==> src/design/vwcc_pkg.sv <==
// Shared types and constants for the vehicle warning chime controller.
// Used by vwcc_cfg_regs, vwcc_tick_logic and the top level; no dependencies.
package vwcc_pkg;

  localparam int SEAT_COUNT_DEF = 8;
  localparam int SEAT_W         = 8;
  localparam int SPEED_W        = 16;
  localparam int LIMIT_W        = 15;
  localparam int COUNT_W        = 8;
  localparam int CFG_ADDR_W     = 3;
  localparam int CFG_DATA_W     = 15;

  typedef enum logic [CFG_ADDR_W-1:0] {
    REG_DOOR_SPEED_LIMIT   = 3'd0,
    REG_BRAKE_SPEED_LIMIT  = 3'd1,
    REG_BELT_SPEED_LIMIT   = 3'd2,
    REG_BLINK_ON_LIMIT     = 3'd3,
    REG_BLINK_WRAP         = 3'd4,
    REG_REMOTE_ALARM_TICKS = 3'd5
  } cfg_idx_t;

  localparam logic [LIMIT_W-1:0] DOOR_SPEED_LIMIT_RST   = 15'd100;
  localparam logic [LIMIT_W-1:0] BRAKE_SPEED_LIMIT_RST  = 15'd300;
  localparam logic [LIMIT_W-1:0] BELT_SPEED_LIMIT_RST   = 15'd300;
  localparam logic [COUNT_W-1:0] BLINK_ON_LIMIT_RST     = 8'd33;
  localparam logic [COUNT_W-1:0] BLINK_WRAP_RST         = 8'd66;
  localparam logic [COUNT_W-1:0] REMOTE_ALARM_TICKS_RST = 8'd16;

  typedef struct packed {
    logic [LIMIT_W-1:0] door_speed_limit;
    logic [LIMIT_W-1:0] brake_speed_limit;
    logic [LIMIT_W-1:0] belt_speed_limit;
    logic [COUNT_W-1:0] blink_on_limit;
    logic [COUNT_W-1:0] blink_wrap;
    logic [COUNT_W-1:0] remote_alarm_ticks;
  } cfg_t;

  typedef struct packed {
    logic                ignition_on;
    logic                door_ajar;
    logic                park_brake_on;
    logic signed [SPEED_W-1:0] vehicle_speed;
    logic [SEAT_W-1:0]   seat_occupied;
    logic [SEAT_W-1:0]   belt_flags;
    logic                remote_alarm_request;
  } tick_in_t;

  typedef struct packed {
    logic                door_warn;
    logic                brake_warn;
    logic [SEAT_W-1:0]   seat_warn;
    logic                belt_warn;
    logic [COUNT_W-1:0]  blink_count;
    logic                remote_active;
    logic [COUNT_W-1:0]  remote_count;
    logic                buzzer_level;
  } chime_state_t;

  localparam chime_state_t CHIME_STATE_RST = '0;

endpackage

==> src/design/vwcc_cfg_regs.sv <==
// Configuration register file of the chime controller: limits and blink timing.
// Depends on vwcc_pkg.
module vwcc_cfg_regs (
  input  logic                             clk,
  input  logic                             rst_n,
  input  logic                             cfg_valid,
  input  logic [vwcc_pkg::CFG_ADDR_W-1:0]  cfg_addr,
  input  logic [vwcc_pkg::CFG_DATA_W-1:0]  cfg_wdata,
  output logic                             cfg_ready,
  output vwcc_pkg::cfg_t                   cfg
);

  vwcc_pkg::cfg_t cfg_r;

  // Writes are always taken; indexes past the list are dropped.
  assign cfg_ready = 1'b1;
  assign cfg       = cfg_r;

  always_ff @(posedge clk) begin
    if (!rst_n) begin
      cfg_r.door_speed_limit   <= vwcc_pkg::DOOR_SPEED_LIMIT_RST;
      cfg_r.brake_speed_limit  <= vwcc_pkg::BRAKE_SPEED_LIMIT_RST;
      cfg_r.belt_speed_limit   <= vwcc_pkg::BELT_SPEED_LIMIT_RST;
      cfg_r.blink_on_limit     <= vwcc_pkg::BLINK_ON_LIMIT_RST;
      cfg_r.blink_wrap         <= vwcc_pkg::BLINK_WRAP_RST;
      cfg_r.remote_alarm_ticks <= vwcc_pkg::REMOTE_ALARM_TICKS_RST;
    end else if (cfg_valid && cfg_ready) begin
      case (cfg_addr)
        vwcc_pkg::REG_DOOR_SPEED_LIMIT:   cfg_r.door_speed_limit   <= cfg_wdata;
        vwcc_pkg::REG_BRAKE_SPEED_LIMIT:  cfg_r.brake_speed_limit  <= cfg_wdata;
        vwcc_pkg::REG_BELT_SPEED_LIMIT:   cfg_r.belt_speed_limit   <= cfg_wdata;
        vwcc_pkg::REG_BLINK_ON_LIMIT:     cfg_r.blink_on_limit     <= cfg_wdata[7:0];
        vwcc_pkg::REG_BLINK_WRAP:         cfg_r.blink_wrap         <= cfg_wdata[7:0];
        vwcc_pkg::REG_REMOTE_ALARM_TICKS: cfg_r.remote_alarm_ticks <= cfg_wdata[7:0];
        default: ;
      endcase
    end
  end

endmodule

==> src/design/vwcc_tick_logic.sv <==
// Next-state logic for one control tick: warnings first, then the buzzer.
// Purely combinational; depends on vwcc_pkg.
module vwcc_tick_logic #(
  parameter int SEAT_COUNT = vwcc_pkg::SEAT_COUNT_DEF
) (
  input  vwcc_pkg::cfg_t         cfg,
  input  vwcc_pkg::tick_in_t     tick,
  input  vwcc_pkg::chime_state_t cur,
  output vwcc_pkg::chime_state_t nxt
);

  localparam logic [vwcc_pkg::SEAT_W-1:0] SEAT_MASK =
    vwcc_pkg::SEAT_W'((9'd1 << SEAT_COUNT) - 9'd1);

  logic signed [vwcc_pkg::SPEED_W:0] speed_x;
  logic signed [vwcc_pkg::SPEED_W:0] door_lim_x;
  logic signed [vwcc_pkg::SPEED_W:0] door_lim_neg;
  logic signed [vwcc_pkg::SPEED_W:0] brake_lim_x;
  logic signed [vwcc_pkg::SPEED_W:0] belt_lim_x;
  logic                              door_fast;
  logic                              brake_fast;
  logic                              belt_fast;
  logic [vwcc_pkg::COUNT_W-1:0]      blink_inc;
  logic [vwcc_pkg::COUNT_W-1:0]      remote_inc;
  logic                              blink_buzzer;
  logic [vwcc_pkg::COUNT_W-1:0]      blink_next;

  // All speed compares are done in 17-bit signed so negated limits fit.
  assign speed_x      = {tick.vehicle_speed[vwcc_pkg::SPEED_W-1], tick.vehicle_speed};
  assign door_lim_x   = {2'b00, cfg.door_speed_limit};
  assign door_lim_neg = -door_lim_x;
  assign brake_lim_x  = {2'b00, cfg.brake_speed_limit};
  assign belt_lim_x   = {2'b00, cfg.belt_speed_limit};
  assign door_fast    = (speed_x >= door_lim_x) || (speed_x <= door_lim_neg);
  assign brake_fast   = speed_x >= brake_lim_x;
  assign belt_fast    = speed_x > belt_lim_x;

  assign blink_inc  = cur.blink_count + 8'd1;
  assign remote_inc = cur.remote_count + 8'd1;

  // Blink phase: on below the on limit, off up to the wrap point, and past
  // the wrap point the buzzer keeps whatever level it had.
  always_comb begin
    blink_buzzer = cur.buzzer_level;
    blink_next   = blink_inc;
    if (blink_inc < cfg.blink_on_limit) begin
      blink_buzzer = 1'b1;
    end else if (blink_inc <= cfg.blink_wrap) begin
      blink_buzzer = 1'b0;
      if (blink_inc == cfg.blink_wrap) begin
        blink_next = '0;
      end
    end
  end

  always_comb begin
    nxt = cur;
    if (tick.ignition_on) begin
      nxt.door_warn  = tick.door_ajar && door_fast;
      nxt.brake_warn = tick.park_brake_on && brake_fast;
      nxt.seat_warn  = tick.seat_occupied & tick.belt_flags & SEAT_MASK;
      nxt.belt_warn  = |(tick.seat_occupied & tick.belt_flags & SEAT_MASK);
    end else begin
      nxt.door_warn  = 1'b0;
      nxt.brake_warn = 1'b0;
    end

    // A remote request latches even while a warning owns the buzzer.
    nxt.remote_active = cur.remote_active | tick.remote_alarm_request;

    if (nxt.door_warn || nxt.brake_warn) begin
      nxt.buzzer_level = blink_buzzer;
      nxt.blink_count  = blink_next;
    end else if (nxt.belt_warn) begin
      if (belt_fast) begin
        nxt.buzzer_level = blink_buzzer;
        nxt.blink_count  = blink_next;
      end else begin
        nxt.buzzer_level = 1'b0;
      end
    end else if (nxt.remote_active) begin
      if (remote_inc > cfg.remote_alarm_ticks) begin
        nxt.buzzer_level  = 1'b0;
        nxt.remote_active = 1'b0;
        nxt.remote_count  = '0;
      end else begin
        nxt.buzzer_level  = 1'b1;
        nxt.remote_count  = remote_inc;
      end
    end else begin
      nxt.buzzer_level = 1'b0;
      nxt.blink_count  = '0;
    end
  end

endmodule

==> src/design/vehicle_warning_chime_controller_unit.sv <==
// Vehicle warning chime controller. Each input transfer is one control tick
// and yields exactly one result transfer. The block is a two-stage pipeline:
// an input register, then the tick logic that updates the warning, blink and
// remote-alarm state and loads the result register. It takes one item per
// cycle while the result channel does not stall; a stalled result stops the
// tick logic and, once the input register is full, stalls the input.
// Configuration writes are always ready and must be issued while no item is
// in flight.
// Depends on vwcc_pkg, vwcc_cfg_regs and vwcc_tick_logic.
module vehicle_warning_chime_controller_unit #(
  parameter int SEAT_COUNT = vwcc_pkg::SEAT_COUNT_DEF
) (
  input  logic                                   clk,
  input  logic                                   rst_n,
  // Input channel
  input  logic                                   in_valid,
  output logic                                   in_stall,
  input  logic                                   in_ignition_on,
  input  logic                                   in_door_ajar,
  input  logic                                   in_park_brake_on,
  input  logic signed [vwcc_pkg::SPEED_W-1:0]    in_vehicle_speed,
  input  logic [vwcc_pkg::SEAT_W-1:0]            in_seat_occupied,
  input  logic [vwcc_pkg::SEAT_W-1:0]            in_belt_flags,
  input  logic                                   in_remote_alarm_request,
  // Result channel
  output logic                                   out_valid,
  input  logic                                   out_stall,
  output logic                                   out_buzzer_on,
  output logic                                   out_door_warning,
  output logic                                   out_brake_warning,
  output logic                                   out_belt_warning,
  output logic [vwcc_pkg::SEAT_W-1:0]            out_seat_warnings,
  // Configuration write channel
  input  logic                                   cfg_valid,
  output logic                                   cfg_ready,
  input  logic [vwcc_pkg::CFG_ADDR_W-1:0]        cfg_addr,
  input  logic [vwcc_pkg::CFG_DATA_W-1:0]        cfg_wdata
);

  vwcc_pkg::cfg_t         cfg;
  vwcc_pkg::tick_in_t     tick_r;
  vwcc_pkg::chime_state_t state_r;
  vwcc_pkg::chime_state_t state_nxt;
  logic                   tick_valid_r;
  logic                   tick_valid_nxt;
  logic                   out_valid_r;
  logic                   out_valid_nxt;
  logic                   in_xfer;
  logic                   tick_adv;

  vwcc_cfg_regs u_cfg_regs (
    .clk       (clk),
    .rst_n     (rst_n),
    .cfg_valid (cfg_valid),
    .cfg_addr  (cfg_addr),
    .cfg_wdata (cfg_wdata),
    .cfg_ready (cfg_ready),
    .cfg       (cfg)
  );

  vwcc_tick_logic #(
    .SEAT_COUNT (SEAT_COUNT)
  ) u_tick_logic (
    .cfg  (cfg),
    .tick (tick_r),
    .cur  (state_r),
    .nxt  (state_nxt)
  );

  // The held tick moves on whenever the result register is empty or its
  // current result is being transferred out in the same cycle.
  assign tick_adv = tick_valid_r && !(out_valid_r && out_stall);
  assign in_stall = tick_valid_r && out_valid_r && out_stall;
  assign in_xfer  = in_valid && !in_stall;

  always_comb begin
    tick_valid_nxt = tick_valid_r;
    if (in_xfer) begin
      tick_valid_nxt = 1'b1;
    end else if (tick_adv) begin
      tick_valid_nxt = 1'b0;
    end
    out_valid_nxt = out_valid_r;
    if (tick_adv) begin
      out_valid_nxt = 1'b1;
    end else if (out_valid_r && !out_stall) begin
      out_valid_nxt = 1'b0;
    end
  end

  always_ff @(posedge clk) begin
    if (!rst_n) begin
      tick_valid_r <= 1'b0;
      out_valid_r  <= 1'b0;
      state_r      <= vwcc_pkg::CHIME_STATE_RST;
    end else begin
      tick_valid_r <= tick_valid_nxt;
      out_valid_r  <= out_valid_nxt;
      if (tick_adv) begin
        state_r <= state_nxt;
      end
    end
  end

  // Input payload register.
  always_ff @(posedge clk) begin
    if (in_xfer) begin
      tick_r.ignition_on          <= in_ignition_on;
      tick_r.door_ajar            <= in_door_ajar;
      tick_r.park_brake_on        <= in_park_brake_on;
      tick_r.vehicle_speed        <= in_vehicle_speed;
      tick_r.seat_occupied        <= in_seat_occupied;
      tick_r.belt_flags           <= in_belt_flags;
      tick_r.remote_alarm_request <= in_remote_alarm_request;
    end
  end

  // The result fields are the updated state itself, so the state register
  // doubles as the result payload register.
  assign out_valid         = out_valid_r;
  assign out_buzzer_on     = state_r.buzzer_level;
  assign out_door_warning  = state_r.door_warn;
  assign out_brake_warning = state_r.brake_warn;
  assign out_belt_warning  = state_r.belt_warn;
  assign out_seat_warnings = state_r.seat_warn;

endmodule

==> config.mk <==
export PLATFORM = sky130hd
export DESIGN_NAME = vehicle_warning_chime_controller_unit
export DESIGN_NICKNAME = d
export VERILOG_FILES = /design/src/design/vwcc_pkg.sv /design/src/design/vwcc_cfg_regs.sv /design/src/design/vwcc_tick_logic.sv /design/src/design/vehicle_warning_chime_controller_unit.sv
export SDC_FILE = /design/constraint.sdc
export NUM_CORES = 1
export LEC_CHECK = 0
export ABC_AREA = 1
export BUFFER_PORTS_ARGS = -buffer_cell sky130_fd_sc_hd__buf_2
export CORE_MARGIN = 2
export CORE_UTILIZATION = 55
export DETAILED_ROUTE_END_ITERATION = 7
export GPL_ROUTABILITY_DRIVEN = 0
export PLACE_DENSITY = 0.74
export SYNTH_ARGS = -nofsm -noshare
export SYNTH_HDL_FRONTEND = slang
export SYNTH_HIERARCHICAL = 1
export SYNTH_SLANG_ARGS = --single-unit
export TNS_END_PERCENT = 5
==> constraint.sdc <==
create_clock -name clk -period 4.97 [get_ports clk]
set_input_delay 0.994 -clock clk [delete_from_list [all_inputs] [get_ports clk]]
set_output_delay 0.994 -clock clk [all_outputs]
set_load 0.05 [all_outputs]
==> flow_metrics.py, run 1 <==
metrics = {
    "clocking": {
        "clkTransAtPathRegs_ps": 60,
        "cts_max_level": 4,
        "post_cts_resized": 0,
        "clock_sinks": 136,
        "insertion_delay_ps": 420,
        "clock_tree.buffer_depth": 2,
        "cts_setup_buffers": 0,
        "cts-root-buf": "clkbuf_16",
        "postCtsHoldBufs": 0,
        "cts_made_buffers": 17,
        "cts_tree": "yes",
    },
    "finish": {
        "nets": 1478,
        "drive_above_1_share_pct": 11.8,
        "seqCellArea_um2": 3080,
        "nFillCells": 1476,
        "area_growth_pct": 10.3,
        "multi_input_area_um2": 4930,
        "fin_area_um2": 9950,
        "antennaDiodeCount": 0,
    },
    "grt": {
        "antenna_found_initial": 0,
        "grt_overflow": 0,
        "grt_pass1_vias": 7676,
        "grt_pass1_wl_mm": 36.0,
        "grt_max_degree": 60,
        "track_usage_pct": 25.3,
    },
    "sta": {
        "worstMarginPinSlew_ps": 1120,
        "slew_viol_final": 0,
        "hold_ws_ps": 479,
        "hold_viol": 0,
        "maxSlewHeadroom_pct": 25.0,
        "fmax_mhz": 254,
        "fin_skew_ps": 5.91,
        "fin_crit_sh_pct": 79.1,
        "tns_ps": 0,
        "min_period_ps": 3930,
        "setup_violations": 0,
        "setup_ws_ps": 1040,
        "grt_setup_unrepaired": "false",
    },
    "placement": {
        "preCtsSetupSlack_ps": 1170,
        "dp_hpwl_mm": 15.4,
        "dpl_cell_area_um2": 9340,
        "port_buffers": 72,
    },
    "yosys": {
        "syn_area_per_cell_um2": 6.98,
        "syn_inst": 1294,
        "yosys_warnings": 6,
        "syn_nets": 1440,
        "async_reset_ff_share_pct": 0,
        "synth_area_leader_cell": "dfxtp_1",
        "synth.area.top_cells": "dfxtp_1 (22%), nand2_1 (14%), ha_1 (12%)",
        "synth-seq-cells": 136,
        "synth-edff-count": 36,
        "synth_ff_type": "dfxtp_1",
        "yosysTopAreaCellShare_pct": 22.2,
        "netlist_area_um2": 9030,
        "ys_types": 37,
        "ys_seq_area_share_pct": 34.1,
    },
    "pwr": {
        "ir_drop_v": 0.000237,
        "seqPwrFrac_pct": 40.4,
        "power_density_nw_per_um2": 310,
        "p_leak_nw": 4.89,
        "power_frac_comb_pct": 16.9,
        "switching_share_pct": 29.5,
        "power.switching_uw": 909,
        "p_total_mw": 3.08,
        "p_int_mw": 2.18,
        "pwr-share-clk_pct": 42.7,
    },
    "worst_setup_path": {
        "cpMostUsedCell": "nand2_1",
        "path_max_fanout": 20,
        "critPathSlowestCell": "nand2_2",
        "path_delay_family": "simple AND/OR/NAND/NOR gates",
        "worst-endpoint-required_ps": 5280,
        "cp-start-kind": "register",
        "rrSetupSlack_ps": 1040,
        "slowest_delay_ps": 350,
        "critPathBufInv": 2,
        "critPathArrivalTime_ps": 4240,
        "path_class": "register to register",
        "worst_setup_path_end_kind": "register",
        "worstPathCellList": "inv_1, ha_1, nand3_2, nor3_2, nand4_1, nor4_2, nand3_1, xor2_1, ha_1, nand2_1, nor2_2, nand2_1, nor2_1, nand2_1, nand4_1, nand4_1, nand2_2, nand2_4, nand2_1, nand2_1, inv_1, nand3_1, nand2_1, nor2_1",
    },
    "floorplanning": {
        "coreArea_um2": 15900,
        "io_pins": 74,
        "die-area_um2": 17500,
        "die_y_um": 132,
        "die_w_um": 132,
        "rows": 46,
        "initial_core_util_pct": 56.6,
    },
    "min_path": {
        "hold_class": "register to register",
    },
    "route": {
        "vias": 8159,
        "wl_mm": 21.4,
        "via_per_inst": 5.23,
        "first_pass_iters": 5,
        "ant_nets": 0,
        "drtIter0Drc": 559,
        "wl_per_cell_um": 13.7,
        "remaining_drc_errors": 0,
    },
    "flow_run": {
        "drv_cap": 0,
    },
    "status": {
        "status": "complete, no violations",
    },
}
-- cell usage after synthesis, types with 19 or more instances --
cell type  count
nand2_1      328
nor2_1       179
inv_1        166
nand3_1      159
dfxtp_1      100
ha_1          87
a21oi_1       56
edfxtp_1      36
o21ai_0       23
buf_2         22
xor2_1        20
nand4_1       19
-- registers in the layout, indices dropped and copies added, names as in the netlist --
| register | cells |
|---|---|
| state_r | 17 |
| tick_r | 36 |
| out_belt_warning | 1 |
| u_cfg_regs/cfg | 69 |
| tick_valid_r | 1 |
| out_seat_warnings | 8 |
| out_valid | 1 |
| out_buzzer_on | 1 |
| out_brake_warning | 1 |
| out_door_warning | 1 |
-- layout make-up --
type / count / share of cell area, %
Multi-Input combinational cell: 926 / 49.6
Sequential cell: 136 / 31.0
Inverter: 174 / 6.56
Clock buffer: 17 / 4.27
Timing Repair Buffer: 77 / 4.00
Tap cell: 216 / 2.71
Clock inverter: 15 / 1.91
-- worst min-delay path, cell delays in order, from the launching register on --
cell,delay (ps)
dfxtp_1,340
nand2_1,60
nand3_1,50
-- final timing paths --
| check | endpoint | startpoint | cells past startpoint |
|---|---|---|---|
| setup / recovery | state_r[3] | u_cfg_regs/cfg[55] | 24 |
| hold / removal | u_cfg_regs/cfg[16] | u_cfg_regs/cfg[16] | 2 |
| setup reg to reg | state_r[3] | u_cfg_regs/cfg[55] | 24 |
| hold reg to reg | u_cfg_regs/cfg[16] | u_cfg_regs/cfg[16] | 2 |
-- layer usage --
layer / share of wire (%) / vias to the layer above / track usage (%)
li1: - / 4195 / -
met1: 45 / 3738 / 31.5
met2: 48 / 188 / 43.5
met3: 4.5 / 38 / 4.81
met4: 2.3 / 0 / 9.24
met5: 0 / - / 0
-- logic make-up after synthesis --
family	count (synthesis)	synth area share, %
AO/OA/AOI/OAI	98	6.10
XOR/XNOR	21	2.04
adder cells (fa/ha/maj)	87	12.1
buffers and inverters	232	11.2
flip-flops	136	34.1
multiplexers	1	0.111
other	1	0.0415
AND/OR/NAND/NOR	718	34.3
-- power by group through the flow --
stage / Clock, mW / Combinational, mW / Sequential (mW)
global placement: 0 / 0.502 / 1.27
detailed placement: 0 / 0.515 / 1.27
CTS: 1.33 / 0.519 / 1.25
finish: 1.32 / 0.521 / 1.25
global route: 1.39 / 0.596 / 1.25
floorplan: 0 / 0.405 / 1.26
-- per-stage QoR --
stage                     instances  utilization, %
after floorplan                1294               -
after global placement         1529            58.6
after detailed placement       1529            58.6
after CTS                      1561            62.4
after global routing           1561            62.4
final                          1561            62.4
-- layout by cell type (no fill, tap or decap), types with 6 or more instances in the layout --
cell type    n
nand2_2      8
buf_2       72
clkbuf_16   17
ha_1        87
inv_2        8
a21oi_1     56
dfxtp_1     99
nand2_1    328
o21ai_0     23
nand4_1     19
inv_1      166
nand3_1    159
xor2_1      20
nor2_2       6
nor2_1     178
a21oi_2     11
edfxtp_1    36
Power figures use the tool's default switching activity.
==> inputs of run 2 (changes only) <==
--- a/config.mk
+++ b/config.mk
@@ -5,13 +5,13 @@
 export SDC_FILE = /design/constraint.sdc
 export NUM_CORES = 1
 export LEC_CHECK = 0
-export ABC_AREA = 1
+export ABC_AREA = 0
 export BUFFER_PORTS_ARGS = -buffer_cell sky130_fd_sc_hd__buf_2
 export CORE_MARGIN = 2
 export CORE_UTILIZATION = 55
 export DETAILED_ROUTE_END_ITERATION = 7
 export GPL_ROUTABILITY_DRIVEN = 0
-export PLACE_DENSITY = 0.74
+export PLACE_DENSITY = 0.78
 export SYNTH_ARGS = -nofsm -noshare
 export SYNTH_HDL_FRONTEND = slang
 export SYNTH_HIERARCHICAL = 1
==> constraint.sdc (replaced) <==
create_clock -name clk -period 3.45 [get_ports clk]
set_input_delay 0.69 -clock clk [delete_from_list [all_inputs] [get_ports clk]]
set_output_delay 0.69 -clock clk [all_outputs]
set_load 0.05 [all_outputs]
==> run 2 against run 1 <==
Against the previous run:
- the run now ends with negative setup slack left
- first-iteration DRC count fell by 9.3%
- synthesized cell count shrank 33%
- non-clock buffer count increased by 24
- design area fell by 5.8%
- global-route usage decreased by 1.5 points
- core utilization increased by 2.1 points
- sequential power is 39% higher
==> flow_metrics.py, run 2 <==
metrics = {
    "route": {
        "first_pass_iters": 5,
        "vias": 6342,
        "ant_nets": 0,
        "remaining_drc_errors": 0,
        "wl_per_cell_um": 15.9,
        "via_per_inst": 5.52,
        "wl_mm": 18.2,
        "drtIter0Drc": 507,
    },
    "worst_setup_path": {
        "path_class": "register to register",
        "slowest_delay_ps": 510,
        "path_depth": 16,
        "critPathBufInv": 2,
        "cp-startpoint": "u_cfg_regs/cfg[62]",
        "critPathSlowestCell": "nor3_1",
        "rrSetupSlack_ps": -40,
        "worst-endpoint-required_ps": 3750,
        "path_delay_family": "simple AND/OR/NAND/NOR gates",
        "timing.rr.end": "state_r[10]",
        "r2r_start": "u_cfg_regs/cfg[62]",
        "cp-start-kind": "register",
        "worst_setup_path_end_kind": "register",
        "worstPathCellList": "nor3_1, nand3_2, nor3_2, xnor2_1, ha_1, nand4_1, nor3_2, o311a_1, a211oi_2, buf_4, nor4_4, buf_4, a21oi_4, mux2_4, nand2_1, mux2i_1",
        "reg2regPathDepth": 16,
        "critPathArrivalTime_ps": 3790,
        "path_max_fanout": 6,
        "setup.worst_path.end": "state_r[10]",
    },
    "sta": {
        "fin_crit_sh_pct": 101,
        "hold_viol": 0,
        "worstMarginPinSlew_ps": 987,
        "min_period_ps": 3490,
        "fmax_mhz": 287,
        "grt_setup_unrepaired": "true",
        "maxSlewHeadroom_pct": 34.2,
        "setup_violations": 5,
        "setup_ws_ps": -36.3,
        "tns_ps": -82.3,
        "slew_viol_final": 0,
        "fin_skew_ps": 7.33,
    },
    "placement": {
        "dp_hpwl_mm": 13.1,
        "dp_cells": 1113,
        "port_buffers": 72,
        "preCtsSetupSlack_ps": -159,
    },
    "clocking": {
        "postCtsHoldBufs": 0,
        "cts_tree": "yes",
        "clock_sinks": 136,
        "cts-root-buf": "clkbuf_16",
        "cts_max_level": 4,
        "insertion_delay_ps": 430,
        "clock_tree.buffer_depth": 2,
        "cts_made_buffers": 17,
        "clkTransAtPathRegs_ps": 70,
    },
    "grt": {
        "grt_overflow": 0,
        "antenna_found_initial": 0,
        "grt_pass1_vias": 6190,
        "grt_max_degree": 68,
        "track_usage_pct": 23.8,
        "grt_pass1_wl_mm": 29.8,
    },
    "yosys": {
        "syn_nets": 1017,
        "synthXorXnorAreaFrac_pct": 2.25,
        "syn_inst": 871,
        "synth-seq-cells": 136,
        "yosysTopAreaCellShare_pct": 24.5,
        "synth-edff-count": 36,
        "syn_area_per_cell_um2": 9.38,
        "synth.most_common_cell": "nand2_1",
        "netlist_area_um2": 8170,
        "yosys_warnings": 6,
        "synth.area.top_cells": "dfxtp_1 (25%), ha_1 (13%), edfxtp_1 (13%)",
        "synth-simple-area-share_pct": 17.8,
        "synth_area_leader_cell": "dfxtp_1",
        "synth_compound_area_share_pct": 8.82,
        "synthAdderAreaFrac_pct": 13.3,
        "synth_top_family_by_area": "simple AND/OR/NAND/NOR gates",
        "ys_types": 69,
        "synth_ff_type": "dfxtp_1",
        "ys_seq_area_share_pct": 37.8,
        "synthTopCellsByCount": "nand2_1 (152), dfxtp_1 (100), mux2i_1 (98)",
        "synthMuxAreaShare_pct": 13.0,
        "async_reset_ff_share_pct": 0,
    },
    "min_path": {
        "hold_class": "primary input to register",
    },
    "finish": {
        "final_util_pct": 64.5,
        "final_common_cell": "nand2_1",
        "nets": 1097,
        "largest_register_ffs": 69,
        "mostFrequentLayoutCells": "nand2_1 (151), dfxtp_1 (100), mux2i_1 (98), ha_1 (87), inv_1 (85)",
        "antennaDiodeCount": 0,
        "drive_above_1_share_pct": 16.9,
        "area_growth_pct": 14.8,
        "fin_cells": 1148,
    },
    "floorplanning": {
        "die_w_um": 126,
        "die-area_um2": 15800,
        "die_y_um": 126,
        "rows": 44,
        "io_pins": 74,
        "coreArea_um2": 14500,
        "initial_core_util_pct": 56.2,
    },
    "status": {
        "status": "complete, but fails checks",
        "violations": "negative setup slack",
    },
    "pwr": {
        "p_total_mw": 3.85,
        "ir_drop_v": 0.000385,
        "power_density_nw_per_um2": 410,
        "p_leak_nw": 4.24,
    },
    "flow_run": {
        "drv_cap": 0,
    },
}
run 2: logic make-up (layout without fill, tap and decap cells):
| logic type | Yosys count | after routing |
|---|---|---|
| flip-flops | 136 | 136 |
| multiplexers | 105 | 105 |
| AO/OA/AOI/OAI | 103 | 103 |
| XOR/XNOR | 21 | 21 |
| AND/OR/NAND/NOR | 292 | 293 |
| adder cells (fa/ha/maj) | 87 | 87 |
| other | 1 | 1 |
| buffers and inverters | 126 | 218 |
run 2: worst reg2reg max path: stages, from the launching register on:
cell and delay (ps):
dfxtp_1 360, nor3_1 510, nand3_2 200, nor3_2 210, xnor2_1 100, ha_1 300
nand4_1 150, nor3_2 200, o311a_1 230, a211oi_2 50, buf_4 160, nor4_4 200
buf_4 190, a21oi_4 90, mux2_4 300, nand2_1 50, mux2i_1 60
run 2: timing repair:
item,CTS,global route
endpoints found under the hold margin,0,0
endpoints found under the setup margin,17,17
gates cloned,1,0
pin swaps,4,0
resized for setup,8,5
setup buffers,2,0
run 2: through the flow:
step | hold slack [ps] | cell area [µm²]
detailed placement | 450 | 8740
global route | 410 | 9380
finish | 424 | 9380
CTS | 410 | 9350
floorplan | 435 | 8170
global placement | 442 | 8740
run 2: how the worst min path moves through the flow:
stage / from / endpoint / cells after the start
floorplan: u_cfg_regs/cfg[10] / u_cfg_regs/cfg[10] / 2
global placement: u_cfg_regs/cfg[48] / u_cfg_regs/cfg[48] / 2
detailed placement: u_cfg_regs/cfg[50] / u_cfg_regs/cfg[50] / 2
CTS: in_vehicle_speed[5] / tick_r[22] / 1
global route: in_vehicle_speed[7] / tick_r[24] / 1
finish: in_vehicle_speed[5] / tick_r[22] / 1
run 2: layer usage:
| metal | vias to the layer above | global-route usage, % | wire length [µm] |
|---|---|---|---|
| met5 | - | 0 | 0 |
| met4 | 0 | 8.60 | 282 |
| met3 | 19 | 6.12 | 989 |
| met2 | 172 | 36.6 | 8200 |
| met1 | 2972 | 32.6 | 8740 |
| li1 | 3179 | - | - |
run 2: area by class of cell:
cell class | instances | area (µm²)
timing repair buffer | 101 | 597
clock buffer | 18 | 429
tap | 184 | 230
inverter | 85 | 319
sequential | 136 | 3080
clock inverter | 14 | 115
multi-input combinational | 610 | 4600
fill | 1181 | 5160
run 2: power breakdown:
group	total, mW	switching [mW]	internal, mW
Combinational	0.419	0.243	0.176
Clock	1.69	0.757	0.933
Sequential	1.74	0.0453	1.69
Total	3.85	1.05	2.80
==> inputs of run 3 (changes only) <==
--- a/config.mk
+++ b/config.mk
@@ -8,10 +8,10 @@
 export ABC_AREA = 0
 export BUFFER_PORTS_ARGS = -buffer_cell sky130_fd_sc_hd__buf_2
 export CORE_MARGIN = 2
-export CORE_UTILIZATION = 55
+export CORE_UTILIZATION = 40
 export DETAILED_ROUTE_END_ITERATION = 7
 export GPL_ROUTABILITY_DRIVEN = 0
-export PLACE_DENSITY = 0.78
+export SETUP_SLACK_MARGIN = 0.5
 export SYNTH_ARGS = -nofsm -noshare
 export SYNTH_HDL_FRONTEND = slang
 export SYNTH_HIERARCHICAL = 1
==> run 3 against run 2 <==
Against the previous run:
- the run now ends clean
- clock power rose by 8%
- flip-flop and latch count stayed put
- via count down 2.4%
- design area grew 3.0%
- register-to-register slack better by 250 ps
- non-clock buffer count grew 10
- critical path depth up 1
- first-iteration DRC count decreased by 41%
- clock-buffer cell count unchanged
- critical endpoint unchanged
- core utilization is 16 points lower
==> flow_metrics.py, run 3 (synthesis gave the netlist of run 2 again) <==
metrics = {
    "worst_setup_path": {
        "r2r_start": "u_cfg_regs/cfg[55]",
        "path_max_fanout": 6,
        "worst-endpoint-required_ps": 3750,
        "critPathArrivalTime_ps": 3530,
        "path_class": "register to register",
        "cp-startpoint": "u_cfg_regs/cfg[55]",
        "worst_setup_path_end_kind": "register",
        "cp-start-kind": "register",
    },
    "finish": {
        "nets": 1107,
        "antennaDiodeCount": 0,
        "area_growth_pct": 18.3,
        "fin_cells": 1244,
        "final_common_cell": "nand2_1",
        "largest_register_ffs": 69,
        "mostFrequentLayoutCells": "nand2_1 (151), mux2i_1 (98), dfxtp_1 (96), ha_1 (86), inv_1 (81)",
        "drive_above_1_share_pct": 19.6,
    },
    "floorplanning": {
        "io_pins": 74,
        "die_y_um": 147,
        "initial_core_util_pct": 40.6,
        "die-area_um2": 21600,
        "rows": 52,
        "die_w_um": 147,
        "coreArea_um2": 20100,
    },
    "clocking": {
        "cts-root-buf": "clkbuf_16",
        "clkTransAtPathRegs_ps": 70,
        "cts_tree": "yes",
        "insertion_delay_ps": 430,
        "cts_made_buffers": 17,
        "clock_sinks": 136,
        "cts_max_level": 4,
        "postCtsHoldBufs": 0,
        "clock_tree.buffer_depth": 2,
    },
    "route": {
        "remaining_drc_errors": 0,
        "drtIter0Drc": 298,
        "ant_nets": 0,
        "vias": 6192,
        "first_pass_iters": 5,
        "wl_per_cell_um": 14.8,
        "wl_mm": 18.4,
        "via_per_inst": 4.98,
    },
    "sta": {
        "fin_crit_sh_pct": 93.7,
        "setup_ws_ps": 218,
        "maxSlewHeadroom_pct": 30.2,
        "slew_viol_final": 0,
        "tns_ps": 0,
        "worstMarginPinSlew_ps": 1050,
        "fin_skew_ps": 9.05,
        "hold_ws_ps": 434,
        "fmax_mhz": 309,
        "setup_violations": 0,
        "grt_setup_unrepaired": "true",
        "hold_viol": 0,
        "min_period_ps": 3230,
    },
    "placement": {
        "preCtsSetupSlack_ps": 50.7,
        "dp_cells": 1192,
        "port_buffers": 72,
        "dp_hpwl_mm": 13.6,
    },
    "grt": {
        "track_usage_pct": 17.9,
        "grt_pass1_vias": 6083,
        "grt_pass1_wl_mm": 30.8,
        "grt_max_degree": 74,
        "antenna_found_initial": 0,
        "grt_overflow": 0,
    },
    "pwr": {
        "p_leak_nw": 4.32,
        "ir_drop_v": 0.000337,
        "p_total_mw": 3.99,
        "power_density_nw_per_um2": 413,
    },
    "min_path": {
        "hold_class": "primary input to register",
        "hp-start": "in_seat_occupied[7]",
    },
    "flow_run": {
        "drv_cap": 0,
    },
    "status": {
        "status": "complete, no violations",
    },
}
[run 3: changes by cell type in the layout (fill, tap and decap cells not counted), moves of 5 or more]
cell | before | now
buf_4 | 28 | 37
inv_8 | 1 | 6
mux2_1 | 5 | 0
mux2_4 | 1 | 6
[run 3: area by class of cell]
class                           count  area (µm²)
Timing Repair Buffer              111         667
Inverter                           85         319
Multi-Input combinational cell    610        4650
Sequential cell                   136        3090
Tap cell                          270         338
Clock buffer                       18         450
Fill cell                        1904       10400
Clock inverter                     14         151
[run 3: repair_timing]
action                                  4_1_cts  5_1_grt
resized for setup                            18        9
setup buffers                                15        4
gates cloned                                  1        0
endpoints found under the setup margin       19       19
pin swaps                                    14       20
[run 3: worst paths after layout]
check	slack (ps)	cells after the start	end
setup reg to reg	220	17	state_r[10]
hold / removal	430	1	tick_r[16]
setup / recovery	220	17	state_r[10]
hold reg to reg	450	2	u_cfg_regs/cfg[49]
[run 3: metrics by stage]
step                util, %  area (µm²)
floorplan                 -        8220
detailed placement     43.9        8830
global placement       43.9        8830
finish                 48.1        9660
global route           48.1        9660
CTS                    47.7        9600
[run 3: metal layers]
layer  track usage, %  routed length [µm]
met5                0                   0
met1             26.0                9630
met2             26.8                7940
met3             4.10                 668
met4             4.61                 203
[run 3: report_power, final]
group | internal [mW] | switching (mW)
Clock | 1.01 | 0.811
Sequential | 1.69 | 0.0434
Combinational | 0.183 | 0.248
Total | 2.89 | 1.10
[run 3: worst max-delay path: stages, from the launching register on]
cell	delay, ps
dfxtp_2	330
inv_2	80
ha_4	140
nand3_4	80
nor3_4	210
buf_4	140
and3_1	160
xnor2_1	70
ha_1	310
nand2_1	90
o21a_1	190
o221ai_1	250
a211oi_4	140
nor4_4	330
a21oi_2	190
mux2_4	300
nand2_1	60
mux2i_1	60
